**src/hdl/vrft_pkg.sv**
```systemverilog
`default_nettype none
package vrft_pkg;

	localparam int CHUNK_WIDTH     = 16;
	localparam int CHUNK_HEIGHT    = 32;
	localparam int CHUNKS_PER_SIDE = 4;
	localparam int WINDOW_WIDTH    = CHUNK_WIDTH * CHUNKS_PER_SIDE;
	localparam int STORE_DEPTH     = WINDOW_WIDTH * CHUNK_HEIGHT * WINDOW_WIDTH;
	localparam int ADDR_W          = $clog2(STORE_DEPTH);

	localparam int COORD_W  = 6;
	localparam int ID_W     = 8;
	localparam int POS_W    = 24;
	localparam int DIR_W    = 16;
	localparam int LEN_W    = 20;
	localparam int FRAC_POS = 12;
	localparam int FRAC_DIR = 14;

	localparam int PLANE_W = 14;
	localparam int END_W   = 25;
	localparam int N_W     = 27;
	localparam int MA_W    = 27;
	localparam int MB_W    = 21;
	localparam int PROD_W  = MA_W + MB_W;
	localparam int SUM_W   = PROD_W + 1;
	localparam int NUM_W   = SUM_W - FRAC_POS;
	localparam int DEN_W   = DIR_W;
	localparam int REM_W   = COORD_W + DEN_W;
	localparam int CNT_W   = $clog2(COORD_W + 1);

	localparam logic [1:0] AXIS_X = 2'd0;
	localparam logic [1:0] AXIS_Y = 2'd1;
	localparam logic [1:0] AXIS_Z = 2'd2;

	typedef enum logic {
		CMD_WRITE = 1'b0,
		CMD_TRACE = 1'b1
	} cmd_t;

	typedef enum logic [1:0] {
		STAT_WR_DONE  = 2'd0,
		STAT_WR_RANGE = 2'd1,
		STAT_HIT      = 2'd2,
		STAT_MISS     = 2'd3
	} status_t;

	typedef enum logic [4:0] {
		ST_CLEAR,
		ST_IDLE,
		ST_END_MUL,
		ST_END_ADD,
		ST_AXIS_INIT,
		ST_PLANE,
		ST_MUL1,
		ST_MUL2,
		ST_SUM,
		ST_DIV,
		ST_READ,
		ST_CHECK,
		ST_RANK,
		ST_RANK_M1,
		ST_RANK_M2,
		ST_RANK_CMP,
		ST_NEXT,
		ST_DONE
	} state_t;

	typedef struct packed {
		logic               done;
		logic               in_range;
		logic [COORD_W-1:0] quo;
	} div_res_t;

	function automatic logic [ADDR_W-1:0] vox_addr(input logic [COORD_W-1:0] x,
		input logic [COORD_W-1:0] y, input logic [COORD_W-1:0] z);
		int acc;
		acc = int'(y) * WINDOW_WIDTH * WINDOW_WIDTH + int'(z) * WINDOW_WIDTH + int'(x);
		return ADDR_W'(acc);
	endfunction

endpackage
`default_nettype wire

```
**src/hdl/vrft_mul.sv**
```systemverilog
`default_nettype none
module vrft_mul (
	input  logic                               clk,
	input  logic signed [vrft_pkg::MA_W-1:0]   a,
	input  logic signed [vrft_pkg::MB_W-1:0]   b,
	output logic signed [vrft_pkg::PROD_W-1:0] p
);
	import vrft_pkg::*;

	logic signed [PROD_W-1:0] p_q;

	always_ff @(posedge clk) begin
		p_q <= PROD_W'(a) * PROD_W'(b);
	end

	assign p = p_q;
endmodule
`default_nettype wire

```
**config.mk**
```make
export PLATFORM = sky130hd
export DESIGN_NAME = vrft_mul
export DESIGN_NICKNAME = d
export VERILOG_FILES = /design/src/hdl/vrft_pkg.sv /design/src/hdl/vrft_mul.sv
export SDC_FILE = /design/constraint.sdc
export NUM_CORES = 2
export LEC_CHECK = 0
export BUFFER_PORTS_ARGS = -buffer_cell sky130_fd_sc_hd__buf_2
export CAP_MARGIN = 10
export CORE_MARGIN = 1.5
export CORE_UTILIZATION = 60
export DETAILED_ROUTE_END_ITERATION = 12
export PLACE_DENSITY = 0.74
export SYNTH_ARGS = -nofsm -noshare
export SYNTH_HDL_FRONTEND = slang
export SYNTH_SLANG_ARGS = --single-unit
```
**constraint.sdc**
```tcl
create_clock -name clk -period 9.8 [get_ports clk]
set_input_delay 0.98 -clock clk [delete_from_list [all_inputs] [get_ports clk]]
set_output_delay 0.98 -clock clk [all_outputs]
set_load 0.05 [all_outputs]
```
==> key figures <==
Run status
  • Status: complete, no violations

CTS
  • Clock root cell: clkbuf_16
  • Setup bufs post-CTS: 0
  • Num CTS Buffers: 5
  • CTS Buffer Depth: 2
  • Post-CTS Resized: 0
  • CTS tree: built
  • Hold_buf cts: 0
  • Htree depth: 2
  • TritonCTS Sinks: 48
  • Clock slew at reported path FFs: 0.07 ns

STA
  • Final Hold Fails: 0
  • Highest clock rate: 130.1 MHz
  • Final worst slack: 2.112 ns
  • Fin crit share: 78.45%
  • Least-Margin Pin Slew: 0.8795 ns
  • RSZ-0062 raised after global routing: false
  • Tmin final: 7.688 ns
  • # setup viols final: 0
  • Slew margin rel.: 41.30%
  • Final TNS setup: 0 ns
  • Max Slew Vio Count: 0

Floorplanning
  • Die ar.: 36,960 um^2
  • Die Span Y: 192.3 um
  • Die width: 192.3 um
  • Num rows: 69
  • I/O pins: 97
  • Initial core utilization: 60.71%
  • Core area: 35,400 um^2

Placed design
  • Worst slack at placement: 1.811 ns
  • Port bufs: 96
  • GP Congestion: 0.9044
  • DP HPWL: 42,380 um

GRT
  • Met3 Use GR: 4.110%
  • First-pass GRT wire length: 87,190 um
  • GRT Total Usage: 30.50%
  • GRT met2 Usage: 55.38%
  • Most used routing layer: met2
  • Overflow after GRT: 0
  • Antenna violations before repair: 4
  • Largest net degree at the start of global routing: 28
  • Met1 usage: 35.48%
  • Vias in the first global route: 17,510

Synthesis
  • Syn nets: 3,103
  • Avg Inst Size Synth: 9.114 um^2
  • Post-synth EDFFs: 0
  • Seq cells post-synth: 48
  • Cell with the most instances after synthesis: inv_1
  • Register area share after synthesis: 4.471%
  • Dominant synthesized flop cell: dfxtp_1
  • Ys async rst share: 0%
  • Largest cells by area after synthesis: fa_1 53%, inv_1 11%, ha_1 7.2%
  • Synth Cell Area: 21,490 um^2
  • Post-synth top area cell: fa_1
  • Syn Inst Count: 2,358
  • Synth top cells by count: 658 x inv_1, 573 x fa_1, 326 x nand2_1
  • Synth cell types: 61
  • Area share of the largest cell type after synthesis: 53.38%
  • Ys Warns: 0

Worst hold path
  • Hold/Removal Path Class: input pin to flop

Worst setup path
  • Critical Path AT: 7.87 ns
  • Critical path type: input pin to flop
  • CP Launch Type: input pin
  • CP Data Required Time: 9.98 ns
  • CP endpoint: p[45]$_DFF_P_
  • Crit Path Max Fanout: 27
  • Element type at the critical path end: flop
  • Worst Setup SP: b[3]

Detailed routing
  • ANT nets after route: 0
  • Drt initial violations: 846
  • Routed WL: 50,460 um
  • DRT Pass-1 Iters: 7
  • Routed vias/inst: 5.429
  • Drt wl/cell: 17.97 um
  • Drt drc: 0
  • Via count: 15,246

Cells and area
  • Syn-to-layout area delta: 3.720%
  • Max FFs per register: 48
  • Layout cells sized above 1: 5.075%
  • Fin nets: 3,089

Run
  • Max-cap viol count: 0
==> layout by cell type (no fill, tap or decap), drive strengths merged, types with 4 or more instances in the layout <==
| cell type | Yosys | final |
|---|---|---|
| inv | 658 | 659 |
| fa | 573 | 573 |
| nand2 | 326 | 326 |
| and2 | 240 | 240 |
| ha | 123 | 123 |
| buf | 10 | 96 |
| dfxtp | 48 | 48 |
| a21oi | 38 | 38 |
| nor2 | 37 | 37 |
| xnor2 | 33 | 33 |
| a21o | 21 | 21 |
| o21ai | 19 | 19 |
| xor2 | 18 | 18 |
| nand4 | 10 | 10 |
| and3 | 9 | 9 |
| nand2b | 8 | 8 |
| nand3 | 6 | 6 |
| nor2b | 6 | 6 |
| nor3 | 6 | 6 |
| o211ai | 6 | 6 |
| o21bai | 5 | 5 |
| clkbuf | 107 | 5 |
| a211oi | 5 | 5 |
| o31ai | 5 | 5 |
| a311oi | 4 | 4 |
==> worst max-delay path, cell delays in order <==
cell and delay (ns):
buf_2 0.24, and2_1 0.29, fa_1 0.61, inv_1 0.15, fa_1 0.58, inv_1 0.07
fa_1 0.79, inv_1 0.27, fa_1 0.54, inv_1 0.05, fa_1 0.54, inv_1 0.05
fa_1 0.46, fa_1 0.51, inv_1 0.05, ha_1 0.34, a21oi_1 0.29, o21ai_0 0.12
a21o_1 0.19, a21o_1 0.17, a21oi_1 0.18, o21a_1 0.16, o41ai_2 0.07, xor2_1 0.15
==> kinds of logic after synthesis <==
| group | count (synthesis) | share of synthesized area (%) |
|---|---|---|
| flip-flops | 48 | 4.471 |
| AND/OR/NAND/NOR | 659 | 14.97 |
| buffers and inverters | 775 | 13.62 |
| XOR/XNOR | 51 | 2.078 |
| AO/OA/AOI/OAI | 129 | 4.320 |
| adder cells (fa/ha/maj) | 696 | 60.54 |
==> metal layers <==
metal | vias to the layer above | wire length, um
met3 | 154 | 2578
met2 | 506 | 26510
li1 | 6653 | -
met4 | 4 | 3001
met1 | 7929 | 18340
met5 | - | 30
==> final cells by class <==
| class | instances | area [um^2] |
|---|---|---|
| multi-input cells | 1535 | 17600 |
| fillers | 3044 | 13110 |
| inverters | 658 | 2470 |
| flip-flops and latches | 48 | 960.9 |
| well taps | 461 | 576.8 |
| repair buffers | 96 | 480.5 |
| clock buffers | 5 | 125.1 |
| clock inverters | 3 | 68.82 |
| diodes | 2 | 5.005 |
==> metrics by stage <==
stage | cells | utilization [%] | hold WS [ns] | instance area, um^2
after floorplan | 2358 | - | 1.321 | 21490
after global placement | 2798 | 62.41 | 1.448 | 22090
after detailed placement | 2798 | 62.41 | 1.448 | 22090
after CTS | 2806 | 62.96 | 1.214 | 22290
after global routing | 2808 | 62.97 | 1.223 | 22290
final | 2808 | 62.97 | 1.222 | 22290
==> worst min path at each step <==
| stage | end | cells after the start | slack, ns | startpoint |
|---|---|---|---|---|
| 4_1_cts | p[0]$_DFF_P_ | 2 | 1.21 | a[0] |
| 5_1_grt | p[0]$_DFF_P_ | 2 | 1.22 | a[0] |
| 3_5_place_dp | p[21] | 1 | 1.45 | p[21]$_DFF_P_ |
| 2_1_floorplan | p[0]$_DFF_P_ | 2 | 1.32 | a[0] |
| 6_report | p[0]$_DFF_P_ | 2 | 1.22 | b[0] |
| 3_3_place_gp | p[15] | 1 | 1.45 | p[15]$_DFF_P_ |
Power is left out: the tool's default activity adds up to more than one toggle a clock period on the data nets, which glitch-free logic cannot reach.
