## src/hdl/vrft_pkg.sv

```systemverilog
`default_nettype none
package vrft_pkg;

	localparam int CHUNK_WIDTH     = 16;
	localparam int CHUNK_HEIGHT    = 32;
	localparam int CHUNKS_PER_SIDE = 4;
	localparam int WINDOW_WIDTH    = CHUNK_WIDTH * CHUNKS_PER_SIDE;
	localparam int STORE_DEPTH     = WINDOW_WIDTH * CHUNK_HEIGHT * WINDOW_WIDTH;
	localparam int ADDR_W          = $clog2(STORE_DEPTH);

	localparam int COORD_W  = 6;
	localparam int ID_W     = 8;
	localparam int POS_W    = 24;
	localparam int DIR_W    = 16;
	localparam int LEN_W    = 20;
	localparam int FRAC_POS = 12;
	localparam int FRAC_DIR = 14;

	localparam int PLANE_W = 14;
	localparam int END_W   = 25;
	localparam int N_W     = 27;
	localparam int MA_W    = 27;
	localparam int MB_W    = 21;
	localparam int PROD_W  = MA_W + MB_W;
	localparam int SUM_W   = PROD_W + 1;
	localparam int NUM_W   = SUM_W - FRAC_POS;
	localparam int DEN_W   = DIR_W;
	localparam int REM_W   = COORD_W + DEN_W;
	localparam int CNT_W   = $clog2(COORD_W + 1);

	localparam logic [1:0] AXIS_X = 2'd0;
	localparam logic [1:0] AXIS_Y = 2'd1;
	localparam logic [1:0] AXIS_Z = 2'd2;

	typedef enum logic {
		CMD_WRITE = 1'b0,
		CMD_TRACE = 1'b1
	} cmd_t;

	typedef enum logic [1:0] {
		STAT_WR_DONE  = 2'd0,
		STAT_WR_RANGE = 2'd1,
		STAT_HIT      = 2'd2,
		STAT_MISS     = 2'd3
	} status_t;

	typedef enum logic [4:0] {
		ST_CLEAR,
		ST_IDLE,
		ST_END_MUL,
		ST_END_ADD,
		ST_AXIS_INIT,
		ST_PLANE,
		ST_MUL1,
		ST_MUL2,
		ST_SUM,
		ST_DIV,
		ST_READ,
		ST_CHECK,
		ST_RANK,
		ST_RANK_M1,
		ST_RANK_M2,
		ST_RANK_CMP,
		ST_NEXT,
		ST_DONE
	} state_t;

	typedef struct packed {
		logic               done;
		logic               in_range;
		logic [COORD_W-1:0] quo;
	} div_res_t;

	function automatic logic [ADDR_W-1:0] vox_addr(input logic [COORD_W-1:0] x,
		input logic [COORD_W-1:0] y, input logic [COORD_W-1:0] z);
		int acc;
		acc = int'(y) * WINDOW_WIDTH * WINDOW_WIDTH + int'(z) * WINDOW_WIDTH + int'(x);
		return ADDR_W'(acc);
	endfunction

endpackage
`default_nettype wire

```

## src/hdl/vrft_div.sv

```systemverilog
`default_nettype none
module vrft_div (
	input  logic                             clk,
	input  logic                             arst_n,
	input  logic                             start,
	input  logic signed [vrft_pkg::NUM_W-1:0] num,
	input  logic [vrft_pkg::DEN_W-1:0]       den,
	output vrft_pkg::div_res_t               res
);
	import vrft_pkg::*;

	logic [REM_W-1:0]   rem_q;
	logic [REM_W-2:0]   dsh_q;
	logic [COORD_W-1:0] quo_q;
	logic               range_q;
	logic               busy_q;
	logic               done_q;
	logic [CNT_W-1:0]   cnt_q;
	logic [REM_W-1:0]   lim;
	logic               fits;

	// quotient must land in one coordinate width, checked up front
	assign lim  = {den, COORD_W'(0)};
	assign fits = !num[NUM_W-1] && (num[NUM_W-2:REM_W] == '0) && (num[REM_W-1:0] < lim);

	always_ff @(posedge clk or negedge arst_n) begin
		if (!arst_n) begin
			busy_q <= 1'b0;
			done_q <= 1'b0;
			cnt_q  <= '0;
		end else begin
			done_q <= !start && busy_q && (cnt_q == CNT_W'(1));
			if (start) begin
				busy_q <= 1'b1;
				cnt_q  <= CNT_W'(COORD_W);
			end else if (busy_q) begin
				cnt_q <= cnt_q - 1'b1;
				if (cnt_q == CNT_W'(1)) begin
					busy_q <= 1'b0;
				end
			end
		end
	end

	always_ff @(posedge clk) begin
		if (start) begin
			range_q <= fits;
			rem_q   <= num[REM_W-1:0];
			dsh_q   <= {den, (COORD_W-1)'(0)};
			quo_q   <= '0;
		end else if (busy_q) begin
			if (rem_q >= {1'b0, dsh_q}) begin
				rem_q <= rem_q - {1'b0, dsh_q};
				quo_q <= {quo_q[COORD_W-2:0], 1'b1};
			end else begin
				quo_q <= {quo_q[COORD_W-2:0], 1'b0};
			end
			dsh_q <= dsh_q >> 1;
		end
	end

	assign res = '{done: done_q, in_range: range_q, quo: quo_q};
endmodule
`default_nettype wire
```

## config.mk

```make
export PLATFORM = sky130hd
export DESIGN_NAME = vrft_div
export DESIGN_NICKNAME = d
export VERILOG_FILES = /design/src/hdl/vrft_pkg.sv /design/src/hdl/vrft_div.sv
export SDC_FILE = /design/constraint.sdc
export NUM_CORES = 1
export LEC_CHECK = 0
export BUFFER_PORTS_ARGS = -buffer_cell sky130_fd_sc_hd__buf_2
export CORE_MARGIN = 2
export CORE_UTILIZATION = 55
export DETAILED_ROUTE_END_ITERATION = 6
export PLACE_DENSITY = 0.78
export SYNTH_ARGS = -nofsm -noshare
export SYNTH_HDL_FRONTEND = slang
export SYNTH_SLANG_ARGS = --single-unit
```

## constraint.sdc

```tcl
create_clock -name clk -period 3.7 [get_ports clk]
set_input_delay 0.185 -clock clk [delete_from_list [all_inputs] [get_ports clk]]
set_output_delay 0.185 -clock clk [all_outputs]
set_load 0.03 [all_outputs]
```

==> results of run 1 <==
==> area by class of cell <==
type | instances | share of cell area, %
clock buffer | 5 | 1.498
clock inverter | 3 | 0.6808
inverter | 45 | 3.676
multi-input combinational | 351 | 50.87
sequential | 55 | 33.01
tap | 99 | 2.696
timing repair buffer | 67 | 7.571
==> power breakdown <==
part | internal [uW] | total [uW] | leakage (uW) | switching (uW)
logic | 639 | 1620 | 0.00157 | 981
clock network | 144 | 369 | 0.0000522 | 224
registers | 873 | 939 | 0.000562 | 66.6
==> placed cells by master, fill, tap and decap left out, types with 6 or more instances in the layout <==
master,count
nand2_1,65
buf_2,63
o21ai_0,47
inv_1,45
edfxtp_1,39
ha_1,38
nor2_1,32
a21oi_1,17
mux2i_1,16
dfxtp_1,11
a21o_1,10
nor3_1,10
a211oi_1,7
nand3_1,7
nand4_1,7
nor4_1,7
and3_1,6
a31oi_1,6
==> worst reg2reg max path, cell delays in order (launching register included) <==
cell and delay (ns):
edfxtp_1 0.37, inv_1 0.06, ha_1 0.44, and4_4 0.31
nand3_4 0.09, or3_4 0.36, o221a_1 0.27, o31ai_1 0.07
a21o_1 0.44, buf_4 0.32
==> stage by stage <==
step	power [uW]	util, %	instances	setup WS [ns]
6_report	2929	63.34	625	0.6905
5_1_grt	3160	63.34	625	0.5220
4_1_cts	2908	63.34	625	0.6974
3_5_place_dp	2530	61.83	616	0.7235
3_3_place_gp	2485	61.83	616	0.7928
2_1_floorplan	2187	-	475	1.040
==> metal layers <==
metal	track usage [%]	wire length (um)	share of wire, %
met5	0	0	0
met4	6.282	146	1.6
met3	2.755	433	4.7
met2	38.18	4383	48
met1	31.02	4229	46
==> what timing repair did <==
item / CTS / global route
hold buffers: 1 / 0
resized for setup: 0 / 0
endpoints found under the hold margin: 5 / 0
buffers inserted: 0 / 0
==> state kept, by name, indices dropped and copies added (netlist names) <==
register,cells
busy_q,1
cnt_q,3
done_q,1
dsh_q,21
quo_q,6
range_q,1
rem_q,22
==> cell families after synthesis <==
group                      Yosys count
and+or+nand+nor                    163
buffers and inverters               69
adders and majority gates           39
xor gates and xnor gates             7
DFF                                 55
AOI/OAI and AO/OA                  126
muxes                               16
==> worst paths after layout <==
path	startpoint	end	slack [ns]
max	dsh_q[14]	rem_q[18]	0.69
min	num[5]	rem_q[5]	0.13
max reg2reg	dsh_q[14]	rem_q[18]	0.69
min reg2reg	cnt_q[2]	done_q	0.48
max in group asynchronous	arst_n	cnt_q[1]	3.38
min in group asynchronous	arst_n	cnt_q[2]	0.18
==> key figures, run 1 <==
STA
  • Ratio of final minimum period to clock period: between 80% and 90%
  • Unrepaired setup endpoints after global routing: false
  • Final Critical Period: 3.009 ns
  • Slew margin rel.: 40.66%
  • Clock Skew: ~0.011 ns
  • Fmax: about 330 MHz
  • Hold Slack: around 0.13 ns
  • Setup Viol. Count Final: 0
  • Final Max Tran Viols: 0
  • Slew @ Worst Pin: 0.8901 ns
  • TNS Setup: 0 ns
  • Final Hold Viols: 0

GRT
  • Global route overflow: 0
  • Global-route wire length before repair: 15560 um
  • Initial antenna violation count: 0
  • Total GRT Usage: between 20% and 30%
  • Largest net degree at the start of global routing: 55
  • Vias in the first global route: about 3.4k

Synth
  • Post-synthesis sequential area ratio: 36.69%
  • Synth Area in Compound Gates: 19.83%
  • Syn_nets: 570
  • Synth cell count leaders: nand2_1, o21ai_0, inv_1
  • Yosys reg bits: 55
  • Avg Cell Area, Syn: a little under 9 um2
  • Area leader, netlist: edfxtp_1
  • Main combinational cell family by area after synthesis: compound AO/OA/AOI/OAI gates
  • Post-synth EDFFs: 39
  • Mux share of post-synthesis cell area: 3.875%
  • Post-Synth XOR/XNOR Area: between 1 and 1.5%
  • Netlist cell types: between 60 and 70
  • Mapped Area: 4133 um2
  • Post-synthesis simple-gate area fraction: 19.38%
  • Synth Flop Type: edfxtp_1
  • Gate Count Post-Synth: between 400 and 500
  • FFs w/ async S/R, synth: a little under a tenth
  • Top-count cell post-synth: nand2_1
  • Share of the synthesized area in the top cell type: 28.34%
  • Post-synthesis adder-cell area fraction: 11.99%
  • Ys Warns: 0
  • Top cells by area, synth: edfxtp_1, ha_1, nand2_1

Routing
  • Antenna Nets Post-Route: 0
  • DRC Markers: 0
  • Vias per cell: 5.754
  • Drt first pass iters: 5
  • Routed wire per std cell: 14.71 um
  • DRT iter0 DRCs: 208
  • Via count: around 3.6k
  • Post-Route WL: 9193 um

Clock tree
  • Worst-path clk slew: approximately 0.11 ns
  • CTS Buf Count: 5
  • H-tree depth: 2
  • Root Driver: clkbuf_8
  • Clock buffer depth: 2
  • TritonCTS clock tree: yes
  • Clock Latency Late Sink: 0.32 ns
  • # clock sinks: 55

Setup path
  • CP Data Required Time: 3.73 ns
  • Worst-path fanout max: 13
  • Critical path depth in cells: 9
  • Crit-path slowest cell: ha_1
  • Critical path cell sequence: inv_1, ha_1, and4_4, nand3_4, or3_4, o221a_1, o31ai_1, a21o_1, buf_4
  • CP bufs+invs: 2
  • CP Launch Type: flip-flop
  • Kind of end point of the critical path: flip-flop
  • Largest delay share family, worst path: compound AO/OA/AOI/OAI gates
  • CP peak stage delay: 0.44 ns
  • Critical path class: reg2reg
  • Cell depth of the worst flop-to-flop path: 9
  • Critical Path AT: 3.04 ns

Floorplan
  • Die Wd: ~90 um
  • Rows: 31
  • Core area: 7253 um2
  • Die Y: 90.69 um
  • Ports: 64
  • Starting density of the core: 56.98%
  • Die area: 8224 um2

Run status
  • Status: complete, no violations

Flow run
  • Total of max-cap violations: 0

Layout
  • Number of fill cells: 650
  • FF+latch area: 1516 um2
  • ANT cells: 0
  • Area of the multi-input gates: 2337 um2
  • Post-route cell area: 4594 um2
  • Layout cells sized above 1: 15.59%
  • Area Growth Syn to Fin: 11.17%
  • Nets: 620

Pwr
  • Worst vdd ir: 0.0002834 V
  • Leakage power: 0.002185 uW
  • Pwr Density: approximately 640 nW/um2

Place
  • Port bufs: 63
  • Placed Area: 4484 um2
  • DP HPWL: 6920 um
  • Final Wtd Congestion: 0.9494

Worst hold path
  • Hold depth: 3
  • Min-delay worst type: in2reg
(Power assumes the default switching activity.)
==> run 2: changes to the inputs <==
--- a/config.mk
+++ b/config.mk
@@ -7,9 +7,9 @@
 export LEC_CHECK = 0
 export BUFFER_PORTS_ARGS = -buffer_cell sky130_fd_sc_hd__buf_2
 export CORE_MARGIN = 2
-export CORE_UTILIZATION = 55
+export CORE_UTILIZATION = 52
 export DETAILED_ROUTE_END_ITERATION = 6
-export PLACE_DENSITY = 0.78
+export PLACE_DENSITY = 0.77
 export SYNTH_ARGS = -nofsm -noshare
 export SYNTH_HDL_FRONTEND = slang
 export SYNTH_SLANG_ARGS = --single-unit
==> constraint.sdc (replaced) <==
create_clock -name clk -period 2.7 [get_ports clk]
set_input_delay 0.135 -clock clk [delete_from_list [all_inputs] [get_ports clk]]
set_output_delay 0.135 -clock clk [all_outputs]
set_load 0.03 [all_outputs]
==> run 2 against run 1 <==
Effect of this change: critical path depth shrank 1; cell count grew 1.9%; sequential power grew 37%; largest power group unchanged.
==> key figures, run 2 (same netlist as run 1, synthesis figures left out) <==
Layout
  • Top reg by flops: rem_q
  • Layout cells sized above 1: 17.01% (+1.4 points)
  • Commonest non-fill, non-tap cell in the layout: nand2_1
  • Nets: 629 (+1.5%)
  • Area Growth Syn to Fin: 13.38%
  • Final Non-Filler Cells: 637 (+1.9%)
  • Biggest regs: rem_q (22), dsh_q (21), quo_q (6)
  • Post-route cell area: 4686 um2 (+2.0%)
  • Most frequent cells in the layout: nand2_1, buf_2, o21ai_0
  • ANT cells: 0 (unchanged)
  • Max FFs per register: 22 (unchanged)

Setup path
  • Critical Path AT: 2.77 ns (-0.27 ns)
  • R2R Path End: rem_q[16]
  • Crit-path slowest cell: o31ai_1
  • CP peak stage delay: 0.61 ns (+0.17 ns)
  • Reg2reg start: dsh_q[4]
  • Worst-path fanout max: 6 (-7)
  • Cell depth of the worst flop-to-flop path: 8 (-1)
  • CP Data Required Time: 2.83 ns (-0.90 ns)
  • Critical path cell sequence: inv_1, ha_1, a21oi_2, nor2b_1, a21oi_4, o31ai_1, nor2_1, a311oi_1
  • Largest delay share family, worst path: compound AO/OA/AOI/OAI gates
  • Kind of end point of the critical path: flip-flop
  • Critical path class: reg2reg
  • CP Launch Type: flip-flop
  • CP bufs+invs: 1 (-1)
  • Reg2Reg Setup Slack: 0.06 ns (-0.63 ns)

STA
  • Unrepaired setup endpoints after global routing: true
  • Final Critical Period: 2.636 ns (-0.3734 ns)
  • Slew @ Worst Pin: 0.7123 ns (-0.1778 ns)
  • Clock Skew: 0.01439 ns (+0.003855 ns)
  • Final Max Tran Viols: 0 (unchanged)
  • Worst setup margin: 0.06395 ns (-0.6266 ns)
  • Final Hold Viols: 0 (unchanged)
  • Ratio of final minimum period to clock period: 97.63% (+16 points)
  • Setup Viol. Count Final: 0 (unchanged)
  • Slew margin rel.: 52.46% (+12 points)
  • Fmax: 379.4 MHz (+14%)

Floorplan
  • Ports: 64 (unchanged)
  • Die Y: 93.15 um (+2.7%)
  • Die Wd: 93.15 um (+2.7%)
  • Rows: 32 (+3.2%)
  • Starting density of the core: 53.48% (-3.5 points)
  • Core area: 7727 um2 (+6.5%)
  • Die area: 8677 um2 (+5.5%)

Clock tree
  • # clock sinks: 55 (unchanged)
  • H-tree depth: 2 (unchanged)
  • Worst-path clk slew: 0.12 ns (about the same)
  • Clock buffer depth: 2 (unchanged)
  • CTS Buf Count: 5 (unchanged)
  • TritonCTS clock tree: yes
  • Post-CTS setup buffers: 0 (unchanged)
  • Root Driver: clkbuf_8
  • Clock Latency Late Sink: 0.33 ns (about the same)

Worst hold path
  • Min-delay worst type: in2reg
  • Min-delay src: num[3]
  • WHS Endpoint: rem_q[3]
  • Hold depth: 3 (unchanged)

Routing
  • DRT iter0 DRCs: 215 (+3.4%)
  • Vias per cell: 5.719 (-0.60%)
  • Met2 wire len: 4837 um (+10%)
  • Antenna Nets Post-Route: 0 (unchanged)
  • Met1 wire length: 4469 um (+5.7%)
  • Post-Route WL: 9878 um (+7.5%)
  • WL met3: 451 um (+4.2%)
  • DRC Markers: 0 (unchanged)
  • Routed wire per std cell: 15.51 um (+5.4%)
  • Max Used Layer: met4
  • Drt first pass iters: 4 (-1)
  • Via count: 3643 (+1.3%)

Place
  • Pre-CTS setup slack: 0.09891 ns (-0.6246 ns)
  • Final Wtd Congestion: 0.9358 (-1.4%)
  • Placed Area: 4568 um2 (+1.9%)
  • Port bufs: 63 (unchanged)
  • DP HPWL: 7593 um (+9.7%)
  • Inst Count DP: 628 (+1.9%)

Pwr
  • Pwr Density: 886.1 nW/um2 (+39%)
  • Worst vdd ir: 0.0004018 V (+42%)
  • Leakage power: 0.002234 uW (+2.2%)
  • Total Power: 4152 uW (+42%)

GRT
  • Largest net degree at the start of global routing: 37 (-33%)
  • Total GRT Usage: 23.64% (+0.88 points)
  • Initial antenna violation count: 0 (unchanged)
  • Global-route wire length before repair: 16480 um (+5.9%)
  • Vias in the first global route: 3493 (+2.3%)
  • Global route overflow: 0 (unchanged)

Run status
  • Status: complete, no violations

Flow run
  • Total of max-cap violations: 0 (unchanged)
## run 2: report_power, final
group / switching [uW] / internal, uW / leakage [uW]
logic: 1390 / 957 / 0.00162
clock network: 321 / 198 / 0.0000522
registers: 93.8 / 1200 / 0.000562
## run 2: metrics by stage
step	setup TNS (ns)	hold slack, ns	util, %
2_1_floorplan	0	-0.1606	-
3_3_place_gp	0	-0.04456	59.12
3_5_place_dp	0	-0.04348	59.12
4_1_cts	0	0.07871	60.54
5_1_grt	-0.3521	0.07452	60.64
6_report	0	0.07975	60.64
## run 2: routing by layer
layer / GRT usage (%) / up-vias
li1: - / 1825
met1: 32.49 / 1718
met2: 39.43 / 88
met3: 3.223 / 12
met4: 6.127 / 0
met5: 0 / -
## run 2: worst reg2reg max path, delay by kind of cell (launching register included)
kind | cells | cell delay [ns]
compound gates | 4 | 1.28
buf+inv | 1 | 0.06
fa+ha+maj | 1 | 0.36
flops | 1 | 0.38
simple gates | 2 | 0.37
## run 2: worst max path at each step
| stage | startpoint | endpoint | slack [ns] | cells past startpoint |
|---|---|---|---|---|
| 2_1_floorplan | rem_q[0] | rem_q[0] | 0.04 | 9 |
| 3_3_place_gp | rem_q[0] | rem_q[12] | 0.19 | 9 |
| 3_5_place_dp | rem_q[0] | rem_q[12] | 0.1 | 9 |
| 4_1_cts | rem_q[0] | rem_q[16] | 0.09 | 10 |
| 5_1_grt | dsh_q[4] | rem_q[16] | -0.07 | 8 |
| 6_report | dsh_q[4] | rem_q[16] | 0.06 | 8 |
## run 2: area by class of cell
class                   count  area (um2)
fillers                   706        3042
multi-input cells         351        2345
flip-flops and latches     55        1516
repair buffers             76       427.9
inverters                  45       168.9
well taps                 102       127.6
clock buffers               5       68.82
clock inverters             3       31.28
## run 2: what timing repair did
action                     4_1_cts  5_1_grt
gates resized for setup          0        1
hold endpoints to repair         5        0
hold buffers                     1        0
setup endpoints to repair        0       24
